===== config.mk =====
export PLATFORM = sky130hd
export DESIGN_NAME = interrupt_controller_registers_core
export DESIGN_NICKNAME = d
export VERILOG_FILES = /design/src/hw/rtl/icr_pkg.sv /design/src/hw/rtl/icr_in_stage.sv /design/src/hw/rtl/icr_exec.sv /design/src/hw/rtl/icr_out_stage.sv /design/src/hw/rtl/interrupt_controller_registers_core.sv
export SDC_FILE = /design/constraint.sdc
export NUM_CORES = 1
export LEC_CHECK = 0
export BUFFER_PORTS_ARGS = -buffer_cell sky130_fd_sc_hd__buf_2
export CAP_MARGIN = 25
export CORE_MARGIN = 2
export CORE_UTILIZATION = 60
export DETAILED_ROUTE_END_ITERATION = 10
export GPL_TIMING_DRIVEN = 0
export PLACE_DENSITY_LB_ADDON = 0.12
export SLEW_MARGIN = 20
export SYNTH_ARGS = -nofsm -noshare
export SYNTH_HDL_FRONTEND = slang
export SYNTH_SLANG_ARGS = --single-unit

===== constraint.sdc =====
create_clock -name clk -period 3.51 [get_ports clk]
set_input_delay 0.5265 -clock clk [delete_from_list [all_inputs] [get_ports clk]]
set_output_delay 0.5265 -clock clk [all_outputs]
set_load 0.05 [all_outputs]

===== src/hw/rtl/icr_pkg.sv =====
// Shared types and constants for the interrupt controller register block.
`default_nettype none

package icr_pkg;

    localparam int unsigned NUM_LINES = 32;
    localparam int unsigned LINE_IDX_W = $clog2(NUM_LINES);
    localparam logic [31:0] VECTOR_NONE = 32'hffff_ffff;

    typedef enum logic [1:0] {
        KIND_READ    = 2'd0,
        KIND_WRITE   = 2'd1,
        KIND_TRIGGER = 2'd2
    } kind_t;

    typedef enum logic [2:0] {
        SEL_STATUS     = 3'd0,
        SEL_PENDING    = 3'd1,
        SEL_ENABLE     = 3'd2,
        SEL_ACK        = 3'd3,
        SEL_SET_ENABLE = 3'd4,
        SEL_CLR_ENABLE = 3'd5,
        SEL_VECTOR     = 3'd6,
        SEL_MASTER     = 3'd7
    } sel_t;

    typedef struct packed {
        logic [1:0]  kind;
        logic [2:0]  reg_select;
        logic [31:0] write_value;
        logic [5:0]  line_number;
    } item_t;

    typedef struct packed {
        logic [31:0] read_value;
        logic        irq_out;
    } result_t;

endpackage

`default_nettype wire


===== src/hw/rtl/icr_in_stage.sv =====
// Input register stage: holds one accepted beat until the execute step takes it.
`default_nettype none

module icr_in_stage
(
    input  wire logic          clk,
    input  wire logic          rst_n,
    input  wire logic          in_valid,
    output      logic          in_ready,
    input  wire icr_pkg::item_t in_item,
    input  wire logic          take,
    output      logic          held_valid,
    output      icr_pkg::item_t held_item
);

    logic           valid_reg;
    icr_pkg::item_t item_reg;

    // accept while empty or while the held beat leaves this cycle
    assign in_ready = !valid_reg || take;

    always_ff @(posedge clk or negedge rst_n)
    begin
        if (!rst_n)
        begin
            valid_reg <= 1'b0;
        end
        else if (in_ready)
        begin
            valid_reg <= in_valid;
        end
    end

    always_ff @(posedge clk)
    begin
        if (in_valid && in_ready)
        begin
            item_reg <= in_item;
        end
    end

    assign held_valid = valid_reg;
    assign held_item  = item_reg;

endmodule

`default_nettype wire


===== src/hw/rtl/icr_exec.sv =====
// Register file and execute logic: status, enable and master words, read mux, vector.
`default_nettype none

module icr_exec
(
    input  wire logic            clk,
    input  wire logic            rst_n,
    input  wire logic            advance,
    input  wire icr_pkg::item_t  item,
    output      icr_pkg::result_t result,
    output      logic            level
);

    logic [31:0] status_reg;
    logic [31:0] status_next;
    logic [31:0] enable_reg;
    logic [31:0] enable_next;
    logic [31:0] master_reg;
    logic [31:0] master_next;
    logic [31:0] active;
    logic [31:0] vector_value;
    logic [31:0] rd_value;
    logic [icr_pkg::LINE_IDX_W-1:0] low_idx;

    function automatic logic [icr_pkg::LINE_IDX_W-1:0] lowest_set(input logic [31:0] bits);
        logic [icr_pkg::LINE_IDX_W-1:0] idx;
        idx = '0;
        for (int i = 31; i >= 0; i--)
        begin
            if (bits[i])
            begin
                idx = icr_pkg::LINE_IDX_W'(i);
            end
        end
        return idx;
    endfunction

    assign active  = status_reg & enable_reg;
    assign low_idx = lowest_set(active);
    assign vector_value = (|active) ? {{(32 - icr_pkg::LINE_IDX_W){1'b0}}, low_idx}
                                    : icr_pkg::VECTOR_NONE;

    always_comb
    begin
        status_next = status_reg;
        enable_next = enable_reg;
        master_next = master_reg;
        rd_value    = '0;
        case (item.kind)
            icr_pkg::KIND_READ:
            begin
                case (item.reg_select)
                    icr_pkg::SEL_STATUS:  rd_value = status_reg;
                    icr_pkg::SEL_PENDING: rd_value = active;
                    icr_pkg::SEL_ENABLE:  rd_value = enable_reg;
                    icr_pkg::SEL_VECTOR:  rd_value = vector_value;
                    icr_pkg::SEL_MASTER:  rd_value = master_reg;
                    default:              rd_value = '0;
                endcase
            end
            icr_pkg::KIND_WRITE:
            begin
                case (item.reg_select)
                    icr_pkg::SEL_STATUS:     status_next = item.write_value;
                    icr_pkg::SEL_ENABLE:     enable_next = item.write_value;
                    icr_pkg::SEL_ACK:        status_next = status_reg & ~item.write_value;
                    icr_pkg::SEL_SET_ENABLE: enable_next = enable_reg | item.write_value;
                    icr_pkg::SEL_CLR_ENABLE: enable_next = enable_reg & ~item.write_value;
                    icr_pkg::SEL_MASTER:     master_next = item.write_value;
                    default:                 master_next = master_reg;
                endcase
            end
            icr_pkg::KIND_TRIGGER:
            begin
                // drop lines 32 and up
                if (!item.line_number[5])
                begin
                    status_next = status_reg
                                | (32'd1 << item.line_number[icr_pkg::LINE_IDX_W-1:0]);
                end
            end
            default:
            begin
                rd_value = '0;
            end
        endcase
    end

    always_ff @(posedge clk or negedge rst_n)
    begin
        if (!rst_n)
        begin
            status_reg <= '0;
            enable_reg <= '0;
            master_reg <= '0;
        end
        else if (advance)
        begin
            status_reg <= status_next;
            enable_reg <= enable_next;
            master_reg <= master_next;
        end
    end

    assign result.read_value = rd_value;
    assign result.irq_out    = |(status_next & enable_next);
    assign level             = |active;

endmodule

`default_nettype wire


===== src/hw/rtl/icr_out_stage.sv =====
// Result register stage: holds one result beat until the receiver takes it.
`default_nettype none

module icr_out_stage
(
    input  wire logic             clk,
    input  wire logic             rst_n,
    input  wire logic             load,
    input  wire icr_pkg::result_t load_result,
    output      logic             can_load,
    output      logic             out_valid,
    input  wire logic             out_ready,
    output      icr_pkg::result_t out_result
);

    logic             valid_reg;
    icr_pkg::result_t result_reg;

    assign can_load = !valid_reg || out_ready;

    always_ff @(posedge clk or negedge rst_n)
    begin
        if (!rst_n)
        begin
            valid_reg <= 1'b0;
        end
        else if (can_load)
        begin
            valid_reg <= load;
        end
    end

    always_ff @(posedge clk)
    begin
        if (load)
        begin
            result_reg <= load_result;
        end
    end

    assign out_valid  = valid_reg;
    assign out_result = result_reg;

endmodule

`default_nettype wire


===== src/hw/rtl/interrupt_controller_registers_core.sv =====
// Top level of the 32-source interrupt controller register block.
//
// Usage:
//   Input channel (in_valid/in_ready) carries one beat per bus access or
//   line trigger: kind selects read, write or trigger; reg_select picks the
//   register; write_value is write data; line_number is the line to set.
//   Output channel (out_valid/out_ready) returns one beat per input beat,
//   in order: read_value (zero unless a read) and irq_out, the request
//   level after that beat took effect.
//   Path: an accepted beat waits in the input register, then executes and
//   loads into the result register once that register is free.
//   Throughput: one beat per cycle unless stalled; the input register
//   feeds the execute logic and the state words update in the same cycle
//   the result register loads, so each beat sees every earlier beat's effect.
//   Reset: status, enable and master words clear, both stages empty,
//   irq_out reads low on the first result.
//   Stall: when out_ready is low the result holds; one more beat waits in
//   the input register, after which in_ready drops until the output drains.
`default_nettype none

module interrupt_controller_registers_core
(
    input  wire logic        clk,
    input  wire logic        rst_n,
    input  wire logic        in_valid,
    output      logic        in_ready,
    input  wire logic [1:0]  kind,
    input  wire logic [2:0]  reg_select,
    input  wire logic [31:0] write_value,
    input  wire logic [5:0]  line_number,
    output      logic        out_valid,
    input  wire logic        out_ready,
    output      logic [31:0] read_value,
    output      logic        irq_out
);

    icr_pkg::item_t   in_item;
    icr_pkg::item_t   held_item;
    icr_pkg::result_t exec_result;
    icr_pkg::result_t out_result;
    logic             held_valid;
    logic             can_load;
    logic             advance;
    logic             level;

    assign in_item.kind        = kind;
    assign in_item.reg_select  = reg_select;
    assign in_item.write_value = write_value;
    assign in_item.line_number = line_number;

    // move the held beat through execute when the result register frees up
    assign advance = held_valid && can_load;

    icr_in_stage u_in_stage
    (
        .clk        (clk),
        .rst_n      (rst_n),
        .in_valid   (in_valid),
        .in_ready   (in_ready),
        .in_item    (in_item),
        .take       (advance),
        .held_valid (held_valid),
        .held_item  (held_item)
    );

    // state words commit on advance; result comes from the next-state values
    icr_exec u_exec
    (
        .clk     (clk),
        .rst_n   (rst_n),
        .advance (advance),
        .item    (held_item),
        .result  (exec_result),
        .level   (level)
    );

    icr_out_stage u_out_stage
    (
        .clk         (clk),
        .rst_n       (rst_n),
        .load        (advance),
        .load_result (exec_result),
        .can_load    (can_load),
        .out_valid   (out_valid),
        .out_ready   (out_ready),
        .out_result  (out_result)
    );

    assign read_value = out_result.read_value;
    assign irq_out    = out_result.irq_out;

    // an executed beat always lands in the result register
    a_advance_fills_out: assert property (@(posedge clk) disable iff (!rst_n)
        advance |=> out_valid)
        else $error("executed beat did not reach result register");

    // irq in a fresh result matches the committed state words
    a_irq_tracks_state: assert property (@(posedge clk) disable iff (!rst_n)
        advance |=> (irq_out == level))
        else $error("irq_out disagrees with committed state");

    // non-read beats return zero data
    a_nonread_zero: assert property (@(posedge clk) disable iff (!rst_n)
        (advance && (held_item.kind != icr_pkg::KIND_READ)) |=> (read_value == '0))
        else $error("non-read beat returned data");

    // vector read with nothing active returns all ones
    a_vector_none: assert property (@(posedge clk) disable iff (!rst_n)
        (advance && (held_item.kind == icr_pkg::KIND_READ)
                 && (held_item.reg_select == icr_pkg::SEL_VECTOR) && !level)
        |=> (read_value == icr_pkg::VECTOR_NONE))
        else $error("empty vector read did not return all ones");

endmodule

`default_nettype wire

# Yosys cells after proc, flatten, opt, wreduce, memory -nomap -nowiden
# Cells that the tools add are included.
[classes]
n_addsub = 0
mul = 0
n_div = 0
order_cmp = 0
eq_ne = 9
shift = 1
n_mux = 39
n_bitwise = 7
n_reduce_logical = 11
[op_table]
columns = ["cell", "count"]
rows = [
  ["5-bit two-way mux", 32],
  ["32-bit case mux with 5 select lines", 1],
  ["32-bit bitwise AND", 4],
  ["32-bit case mux with 2 select lines", 2],
  ["32-bit two-way mux", 3],
  ["32-bit case mux with 3 select lines", 1],
  ["32-bit OR", 2],
  ["32-bit OR reduction", 2],
  ["32-bit inverter", 1],
  ["1-bit by 5-bit left shift with 32-bit output (first input constant)", 1],
  ["3-bit equality test (second input constant)", 4],
  ["3-bit by 2-bit equality test with 1-bit output (second input constant)", 2],
  ["3-bit by 1-bit equality test with 1-bit output (second input constant)", 1],
  ["3-bit zero test", 1],
  ["3-bit AND reduction", 1],
  ["2-bit by 1-bit equality test with 1-bit output (second input constant)", 1],
  ["2-bit equality test (second input constant)", 1],
  ["1-bit logical AND", 2],
  ["1-bit zero test", 2],
  ["2-bit zero test", 1],
  ["1-bit logical OR", 2],
]
[totals]
regBits = 174
latch_bits = 0
ramBits = 0
mem_bits_ro = 0
output_inout_bits = 35
memories = 0

# Logic depth before layout (Yosys ltp)
# Gate-level depths: netlist of the first run.
[depth]
depth_word = 35
depth_mapped = 13
ltp_nobuf = 9

# By module
# A second synthesis of the first run with hierarchy kept.
[unflattened]
cells_unflattened = 879
area_unflattened_um2 = 9306.4
[by_module_without_submodules]
columns = ["mod", "instances", "cells_per_inst", "area_each_um2"]
rows = [
  ["icr_exec", 1, 795, 6916.6],
  ["icr_in_stage", 1, 47, 1345.0],
  ["icr_out_stage", 1, 36, 1038.5],
  ["interrupt_controller_registers_core", 1, 1, 6.3],
]

# Worst setup path after synthesis of the first run
# OpenSTA, ideal clock, no wires.
[synth_timing]
kind = "register -> register"
startpoint = "reg u_in_stage.item_reg, in the netlist u_in_stage.held_item[41]"
endpoint = "reg u_out_stage.result_reg, in the netlist u_out_stage.out_result[0], data pin"
setup_time_ns = 0.272
arrival_time_ns = 2.597
path_slack_ns = 0.641
stages_incl_launch_ff = 13
n_path_buf = 3
synth_period_minus_slack_ns = 2.869
cell_sequence = "edfxtp_1 -> inv_1 -> ha_1 -> buf_2 -> nand2b_1 -> buf_2 -> clkbuf_1 -> or4_1 -> a32oi_1 -> o22ai_1 -> nor4_1 -> nand3_1 -> or4_1"
[synth_rtl]
columns = ["item", "line", "source"]
rows = [
  ["start, declared", "icr_in_stage.sv:17", "icr_pkg::item_t item_reg;"],
  ["start signal, assigned", "icr_in_stage.sv:38", "item_reg <= in_item;"],
  ["end signal, assigned", "icr_out_stage.sv:37", "result_reg <= load_result;"],
  ["end, declared", "icr_out_stage.sv:17", "icr_pkg::result_t result_reg;"],
]

==> results of run 1 <==
[through the flow]
step | utilization (%) | setup TNS [ns] | instance area (sq um) | setup slack [ns] | total power [mW]
after CTS | 70.1 | 0 | 10700 | 0.00818 | 5.59
after global routing | 70.5 | -0.0125 | 10700 | -0.0125 | 5.83
after global placement | 65.7 | -0.223 | 9990 | -0.223 | 3.69
final | 70.5 | -0.0340 | 10700 | -0.0340 | 5.66
after floorplan | - | 0 | 9350 | 0.641 | 3.30
after detailed placement | 66.1 | -0.255 | 10000 | -0.255 | 3.72
[worst max-delay path, stage by stage, from the launching register on]
cell	delay, ns
edfxtp_1	0.35
inv_1	0.07
ha_1	0.27
clkbuf_4	0.18
nand2b_1	0.08
buf_4	0.19
buf_4	0.19
or4_1	0.49
a32oi_2	0.30
o22ai_1	0.13
nor4_2	0.36
nand3_1	0.19
or4_4	0.45
[cells in the final DEF (no fill, tap or decap), drive strengths merged, types with 4 or more instances in the layout]
cell type,count
nand2,111
a21oi,92
edfxtp,76
inv,24
nand3,10
a22o,21
nor2b,8
a22oi,37
or3b,12
a32oi,49
dfrtp,98
buf,103
nor3,4
a21boi,4
o21ai,110
and2,6
nor2,47
mux2,16
clkinv,4
a32o,33
or4,18
o211ai,13
nand2b,37
clkbuf,83
o22ai,10
[cell type report]
cell class	instances	area (sq um)
Multi-Input combinational cell	681	4270
Clock buffer	20	447
Tap cell	188	235
Inverter	21	78.8
Buffer	80	334
Fill cell	1196	4490
Timing Repair Buffer	86	479
Sequential cell	174	4730
Clock inverter	12	136
[cells by family after synthesis]
family,Yosys count
AO/OA/AOI/OAI,394
adder cells (fa/ha/maj),3
buffers and inverters,103
flip-flops,174
multiplexers,18
AND/OR/NAND/NOR,266
[synth_stat cells (4+ instances only)]
cell | n | share of area (%)
buf_2 | 14 | 0.75
a22oi_1 | 37 | 3.0
a32o_1 | 33 | 3.5
nand3_1 | 10 | 0.54
edfxtp_1 | 76 | 24
mux2_2 | 16 | 1.9
a22o_1 | 21 | 2.0
nor2b_1 | 7 | 0.47
clkbuf_1 | 65 | 2.6
nand2_1 | 110 | 4.4
and2_1 | 6 | 0.40
nand2b_1 | 37 | 2.5
inv_1 | 21 | 0.84
a21oi_1 | 92 | 4.9
o21ai_0 | 106 | 5.7
a32oi_1 | 49 | 4.6
o21ai_1 | 4 | 0.21
or4_1 | 18 | 1.4
or3b_2 | 12 | 1.1
o22ai_1 | 10 | 0.67
nor2_1 | 46 | 1.8
o211ai_1 | 13 | 1.0
dfrtp_1 | 98 | 26
a21boi_0 | 4 | 0.32
[worst min path at each step]
stage,endpoint,slack [ns],cells past startpoint
floorplan,u_exec.enable_reg[0]$_DFFE_PN0P_,0.23,0
global placement,u_exec.master_reg[19]$_DFFE_PN0P_,0.46,2
detailed placement,u_exec.enable_reg[30]$_DFFE_PN0P_,0.47,1
CTS,u_exec.enable_reg[30]$_DFFE_PN0P_,0.01,1
global route,u_exec.enable_reg[30]$_DFFE_PN0P_,0.03,1
finish,u_exec.enable_reg[30]$_DFFE_PN0P_,-0.01,1
[timing repair]
action | CTS | global route
resized for setup | 5 | 18
setup endpoints to repair | 1 | 1
pin swaps | 0 | 4
buffers inserted | 0 | 2
[report_power, final]
group	internal, mW	total [mW]	switching (mW)
clock	1.07	1.90	0.824
sequential	2.40	2.75	0.353
combinational	0.356	1.01	0.655
[per-layer routing]
| layer | vias up | share of wire (%) |
|---|---|---|
| met5 | - | 0 |
| met4 | 0 | 4.7 |
| met3 | 141 | 14 |
| met2 | 737 | 43 |
| met1 | 4209 | 38 |
| li1 | 3878 | - |
==> Flow_metrics.wiki, run 1 <==
{| class="wikitable"
! Metric !! Value
|-
| Run status || finished, violations left
|-
| Violated checks || negative hold slack, negative setup slack
|-
| Final setup vio count || 1
|-
| Post-DP HPWL || 23500 um
|-
| Vias per cell || 7.10
|-
| Placed Instances || 1229
|-
| Area of the core region || 15200 sq um
|-
| Number of nets with antenna violations after routing || 0
|-
| Total global routing track utilization || about 40%
|-
| Number of standard-cell rows in the floorplan || 45
|-
| Post-detailed-route wirelength per cell || 25.7 um
|-
| Post-detailed-route DRC marker count || 0
|-
| Root buffer selected by CTS || clkbuf_16
|-
| Worst hold path type || primary input to async pin
|-
| Register area share after synthesis || around half
|-
| Summed instance area of the synthesized netlist || 9350 sq um
|-
| Number of instances in the synthesized netlist || roughly 960
|-
| Simple-gate portion of the synthesized area || 14.3%
|-
| Share of flip-flops with an asynchronous set or reset after synthesis || 56.3%
|-
| Capture point of the critical path || u_out_stage.out_result[0]$_DFFE_PP_
|-
| Depth of the most critical reg-to-reg path || 12
|-
| GRT met3 Usage || 12.7%
|-
| CTS Sinks || 174
|-
| Die Footprint || 16600 sq um
|-
| Busiest grt layer || met2
|-
| Biggest fanout along the worst timing path || 10
|-
| Reg2reg start || u_in_stage.held_item[42]$_DFFE_PP_
|-
| Hold Vio Cnt, Final || 4
|-
| Synth Warn # || 0
|-
| Wirelength, routed || roughly 32000 um
|-
| Wire length of the first global-routing pass || 48500 um
|-
| Crit Path Category || register to register
|-
| Number of max-cap violations || 0
|-
| Synthesized-area fraction occupied by adder cells || 0.401%
|-
| Post-layout worst setup margin || -0.0340 ns
|-
| Fraction of layout instances using a drive strength above 1 || about 16%
|-
| Worst-case clock buffer depth || 2
|-
| Synthesized net count || 1008
|-
| Max FFs per register || 43
|-
| Origin of the worst setup path || u_in_stage.held_item[42]$_DFFE_PP_
|-
| Horizontal die dimension || approximately 130 um
|-
| Capture point of the worst reg-to-reg path || u_out_stage.out_result[0]$_DFFE_PP_
|-
| Setup slack of the most critical reg-to-reg path || -0.03 ns
|-
| TritonCTS clock tree || done
|-
| Relative slew margins || 35.7%
|-
| Most used DFF post-synth || dfrtp_1
|-
| Maximum clock frequency || 0.282 GHz
|-
| Last weighted congestion value of the routability-driven placer || 0.984
|-
| Actual slew at the worst max-slew pin || 0.961 ns
|-
| Via count of the first global-routing pass || roughly 8000
|-
| Met1 layer usage reported by global route || between 50% and 60%
|-
| Number of hold buffers added after CTS || 0
|-
| Met2 capacity usage during global routing || 58.5%
|-
| Number of clock buffers inserted by TritonCTS || 17
|-
| Worst-Skew Late Latency || 0.44 ns
|-
| Number of standard cells in the final layout excluding fillers || 1262
|-
| Sum of overflow across all layers after global routing || 0
|-
| Starting DRT DRC Count || approximately 1300
|-
| Count of final max-slew check failures || 0
|-
| Worst setup skew after layout || slightly below 0.009 ns
|-
| Effective utilization at floorplan || about 62%
|-
| Number of antenna violations at the first check in global routing || 0
|-
| Data required, critical path || 3.69 ns
|-
| Worst EP arrival || 3.72 ns
|-
| Port bufs || 81
|-
| Worst setup EP type || register
|-
| Post-synth EDFFs || 76
|-
| Power density cells || 528 nW/um^2
|-
| Main combinational cell family by area after synthesis || compound AO/OA/AOI/OAI gates
|-
| Pin count of the biggest net entering global routing || 56
|-
| CTS HTree Levels || 4
|-
| Clock-pin slew reported for the worst setup and hold paths after clock tree synthesis || 0.07 ns
|-
| Worst hold margin || -0.00953 ns
|-
| Critical Path Start Type || register
|-
| Via count || 8965
|-
| Final Critical Period || between 3 and 4 ns
|-
| Period Utilization, post-route || 101%
|-
| Height of the chip || approximately 130 um
|-
| Boundary pin count || 82
|-
| Synth Area per Inst || 9.76 sq um
|-
| Xor and xnor fraction of the mapped netlist area || 0%
|-
| Final net count || 1111
|-
| Layout-stage area growth over the synthesis result || 14.5%
|-
| Number of search-and-repair iterations in the first detailed-routing pass || 8
|-
| Mux cell area share after synthesis || 2.14%
|-
| Number of storage elements in the synthesis netlist || around 170
|-
| Cell leakage power || about 4.2 nW
|-
| Number of different library cells in the post-synthesis netlist || 58
|-
| Maximum VDD drop || between 0.0003 and 0.0004 V
|-
| Antenna cells || 0
|-
| Compound-gate portion of the synthesized area || between 20% and 30%
|}
No activity file was read; power rests on OpenSTA's default activity.
==> inputs of run 2 (changes only) <==
--- a/config.mk
+++ b/config.mk
@@ -5,13 +5,15 @@
 export SDC_FILE = /design/constraint.sdc
 export NUM_CORES = 1
 export LEC_CHECK = 0
+export ABC_AREA = 1
 export BUFFER_PORTS_ARGS = -buffer_cell sky130_fd_sc_hd__buf_2
 export CAP_MARGIN = 25
-export CORE_MARGIN = 2
+export CORE_MARGIN = 10
 export CORE_UTILIZATION = 60
 export DETAILED_ROUTE_END_ITERATION = 10
 export GPL_TIMING_DRIVEN = 0
 export PLACE_DENSITY_LB_ADDON = 0.12
+export SKIP_LAST_GASP = 1
 export SLEW_MARGIN = 20
 export SYNTH_ARGS = -nofsm -noshare
 export SYNTH_HDL_FRONTEND = slang
==> Flow_metrics.wiki, run 2 <==
{| class="wikitable"
! Metric !! Value
|-
| Post-route standard cell area excluding fillers || 10400 sq um (-2.7%)
|-
| CTS HTree Levels || 4 (unchanged)
|-
| Number of standard-cell rows in the floorplan || 45 (unchanged)
|-
| Number of storage elements in the synthesis netlist || 174 (unchanged)
|-
| Switching share of power || 39.6% (+7.3 points)
|-
| List of most frequent post-synthesis cells || 216 x nand2_1, 129 x o21ai_0, 127 x nor2_1
|-
| Share of the synthesized area in the top cell type || 26.8% (+0.55 points)
|-
| Number of instances in the synthesized netlist || 1081 (+13%)
|-
| Most used DFF post-synth || dfrtp_1
|-
| Crit Path Category || register to register
|-
| Wirelength, routed || 32500 um (+0.34%)
|-
| Power density cells || 669 nW/um^2 (+27%)
|-
| Cell family with the largest share of critical-path delay || buffers and inverters
|-
| Yosys top cell by area || dfrtp_1
|-
| Capture point of the worst reg-to-reg path || u_out_stage.out_result[0]$_DFFE_PP_
|-
| Number of nets with antenna violations after routing || 0 (unchanged)
|-
| Worst-Skew Late Latency || 0.45 ns (about the same)
|-
| Layout-stage area growth over the synthesis result || 13.7%
|-
| Internal power of the cells || 4.21 mW (+10%)
|-
| Most frequently used cell type in the post-synthesis netlist || nand2_1
|-
| TritonCTS clock tree || done
|-
| Number of different library cells in the post-synthesis netlist || 38 (-34%)
|-
| Root buffer selected by CTS || clkbuf_16
|-
| Port bufs || 81 (unchanged)
|-
| Worst setup EP type || register
|-
| Setup slack of the most critical reg-to-reg path || 0.02 ns (+0.05 ns)
|-
| Boundary pin count || 82 (unchanged)
|-
| Hold Vio Cnt, Final || 0 (-4)
|-
| Period Utilization, post-route || 99.5% (-1.5 points)
|-
| Worst EP arrival || 3.68 ns (-0.04 ns)
|-
| Starting DRT DRC Count || 1367 (+2.4%)
|-
| Worst hold path type || primary input to async pin
|-
| Summed instance area of the synthesized netlist || 9160 sq um (-2.0%)
|-
| Critical Path Start Type || register
|-
| Via count of the first global-routing pass || 8819 (+7.2%)
|-
| Horizontal die dimension || 144 um (+11%)
|-
| Number of clock buffers inserted by TritonCTS || 17 (unchanged)
|-
| Antenna cells || 0 (unchanged)
|-
| Wire length of the first global-routing pass || 49800 um (+2.6%)
|-
| Worst hold margin || 0.0476 ns (+0.0571 ns)
|-
| Last weighted congestion value of the routability-driven placer || 1.04 (+5.8%)
|-
| Most area-consuming cells after synthesis || dfrtp_1 27%, edfxtp_1 25%, nand2_1 8.8%
|-
| Reg2reg start || u_in_stage.held_item[41]$_DFFE_PP_
|-
| Clock-pin slew reported for the worst setup and hold paths after clock tree synthesis || 0.08 ns (about the same)
|-
| Bufs and invs on worst path || 4 (unchanged)
|-
| Final setup vio count || 0 (-1)
|-
| Register area share after synthesis || 51.7% (+1.1 points)
|-
| Depth of the most critical reg-to-reg path || 9 (-3)
|-
| Standard cell area after detailed placement || 9870 sq um (-1.8%)
|-
| Via count || 9103 (+1.5%)
|-
| Fraction of layout instances using a drive strength above 1 || 12.3% (-4.2 points)
|-
| Leading cell type in the layout, fill and taps excluded || nand2_1
|-
| Peak per-stage delay on the critical path || 0.68 ns (+0.19 ns)
|-
| Actual slew at the worst max-slew pin || 1.06 ns (+0.100 ns)
|-
| Total Power Consumption || 6.97 mW (+23%)
|-
| Data required, critical path || 3.70 ns (about the same)
|-
| Post-detailed-route wirelength per cell || 23.5 um (-8.5%)
|-
| Pin count of the biggest net entering global routing || 61 (+8.9%)
|-
| Post-synth EDFFs || 76 (unchanged)
|-
| Number of search-and-repair iterations in the first detailed-routing pass || 6 (-2)
|-
| Maximum clock frequency || 0.286 GHz (+1.5%)
|-
| Area of the core region || 15100 sq um (-0.74%)
|-
| Synth Area per Inst || 8.48 sq um (-13%)
|-
| Sequential Power Share || 42.0% (-6.6 points)
|-
| CP max-delay cell || buf_1
|-
| Relative slew margins || 29.3% (-6.4 points)
|-
| Stages on the worst setup path || 9 (-3)
|-
| Unrepaired setup endpoints after global routing || false
|-
| Setup TNS || 0 ns (+0.0340 ns)
|-
| Share of flip-flops with an asynchronous set or reset after synthesis || 56.3% (unchanged)
|-
| Post-detailed-route DRC marker count || 0 (unchanged)
|-
| Part of the total power dissipated in the clock network || 25.5% (-8.0 points)
|-
| Effective utilization at floorplan || 60.7% (-0.81 points)
|-
| CTS Sinks || 174 (unchanged)
|-
| Synth Warn # || 0 (unchanged)
|-
| Commonest cells after routing, fill and taps aside || 216 x nand2_1, 129 x o21ai_0, 127 x nor2_1, 112 x inv_1, 98 x dfrtp_1
|-
| Biggest fanout along the worst timing path || 10 (unchanged)
|-
| Sum of overflow across all layers after global routing || 0 (unchanged)
|-
| Synthesized net count || 1131 (+12%)
|-
| Post-DP HPWL || 23100 um (-1.8%)
|-
| Number of antenna violations at the first check in global routing || 0 (unchanged)
|-
| Final net count || 1233 (+11%)
|-
| Post-CTS setup buffers || 0 (unchanged)
|-
| Utilization of the core after routing || 69.1% (-1.4 points)
|-
| Die Footprint || 20600 sq um (+24%)
|-
| Maximum VDD drop || 0.000431 V (+9.9%)
|-
| Comb power frac || 32.5% (+15 points)
|-
| Height of the chip || 144 um (+11%)
|-
| Cell leakage power || 4.45 nW (+6.0%)
|-
| Worst-case clock buffer depth || 2 (unchanged)
|-
| Number of max-cap violations || 0 (unchanged)
|-
| Sw power || 2.76 mW (+51%)
|-
| Total global routing track utilization || 32.0% (-8.1 points)
|-
| Final Critical Period || 3.49 ns (-0.0521 ns)
|-
| Count of final max-slew check failures || 0 (unchanged)
|-
| Worst setup skew after layout || 0.0148 ns (+0.00590 ns)
|-
| Max FFs per register || 43 (unchanged)
|-
| Vias per cell || 6.58 (-7.4%)
|-
| Run status || completed
|-
| Ordered list of cells on the worst path || inv_1 > ha_1 > buf_2 > inv_2 > buf_1 > o2bb2ai_1 > a221oi_2 > nand2_1 > or4_1
|}
run 2: changes by cell type in the layout (fill, tap and decap cells not counted), moves of 46 or more:
cell     change
a21oi_1     -54
a32oi_1     -46
nor2_1      +81
nand2_1    +106
o22ai_1     +51
inv_1       +92
run 2: how the worst max path moves through the flow:
stage                                  startpoint                                        to  slack [ns]
4_1_cts        u_in_stage.held_item[41]$_DFFE_PP_       u_out_stage.out_result[0]$_DFFE_PP_        0.05
3_3_place_gp                            out_ready  u_out_stage.out_result[11]$_SDFFCE_PP0P_       -0.55
2_1_floorplan   u_out_stage.out_valid$_DFFE_PN0P_       u_out_stage.out_result[0]$_DFFE_PP_        0.73
3_5_place_dp   u_in_stage.held_item[41]$_DFFE_PP_       u_out_stage.out_result[0]$_DFFE_PP_       -0.39
6_report       u_in_stage.held_item[41]$_DFFE_PP_       u_out_stage.out_result[0]$_DFFE_PP_        0.02
5_1_grt        u_in_stage.held_item[41]$_DFFE_PP_       u_out_stage.out_result[0]$_DFFE_PP_        0.03
run 2: power by group through the flow:
stage               sequential, mW  clock [mW]  combinational (mW)
global route                  2.97        1.85                2.45
CTS                           2.91        1.77                2.19
floorplan                     3.08           0                1.32
finish                        2.93        1.78                2.27
global placement              2.93           0                2.11
detailed placement            2.94           0                2.17
run 2: what timing repair did:
item	4_1_cts	5_1_grt
pin swaps	0	1
gates resized for setup	3	5
cloned	0	0
endpoints found under the setup margin	1	1
hold endpoints to repair	0	0
hold buffers	0	0
run 2: final cells by class:
cell class / count / area (sq um)
Buffer: 70 / 303
Sequential cell: 174 / 4730
Clock buffer: 17 / 425
Fill cell: 1219 / 4670
Timing Repair Buffer: 84 / 472
Inverter: 117 / 439
Tap cell: 188 / 235
Clock inverter: 15 / 114
Multi-Input combinational cell: 719 / 3700
run 2: worst register-to-register path, stage by stage (launching register included):
cell and delay (ns):
edfxtp_1 0.40, inv_1 0.09, ha_1 0.23, buf_2 0.19
inv_2 0.24, buf_1 0.68, o2bb2ai_1 0.24, a221oi_2 0.46
nand2_1 0.15, or4_1 0.56
run 2: cells by family after synthesis:
| kind of cell | Yosys count | synth area share (%) |
|---|---|---|
| buffers and inverters | 188 | 8.04 |
| adder cells (fa/ha/maj) | 3 | 0.410 |
| AO/OA/AOI/OAI | 337 | 23.3 |
| AND/OR/NAND/NOR | 379 | 16.6 |
| flip-flops | 174 | 51.7 |
run 2: metrics by stage:
stage / cells / worst slack, ns
4_1_cts: 1385 / 0.0451
3_5_place_dp: 1353 / -0.395
2_1_floorplan: 1081 / 0.734
5_1_grt: 1384 / 0.0255
3_3_place_gp: 1350 / -0.546
6_report: 1384 / 0.0181
run 2: routing by layer:
metal | wire (um) | global-route usage, %
met4 | 1770 | 16.8
met5 | 0 | 0
met3 | 4080 | 8.78
met2 | 14100 | 47.3
met1 | 12500 | 42.0
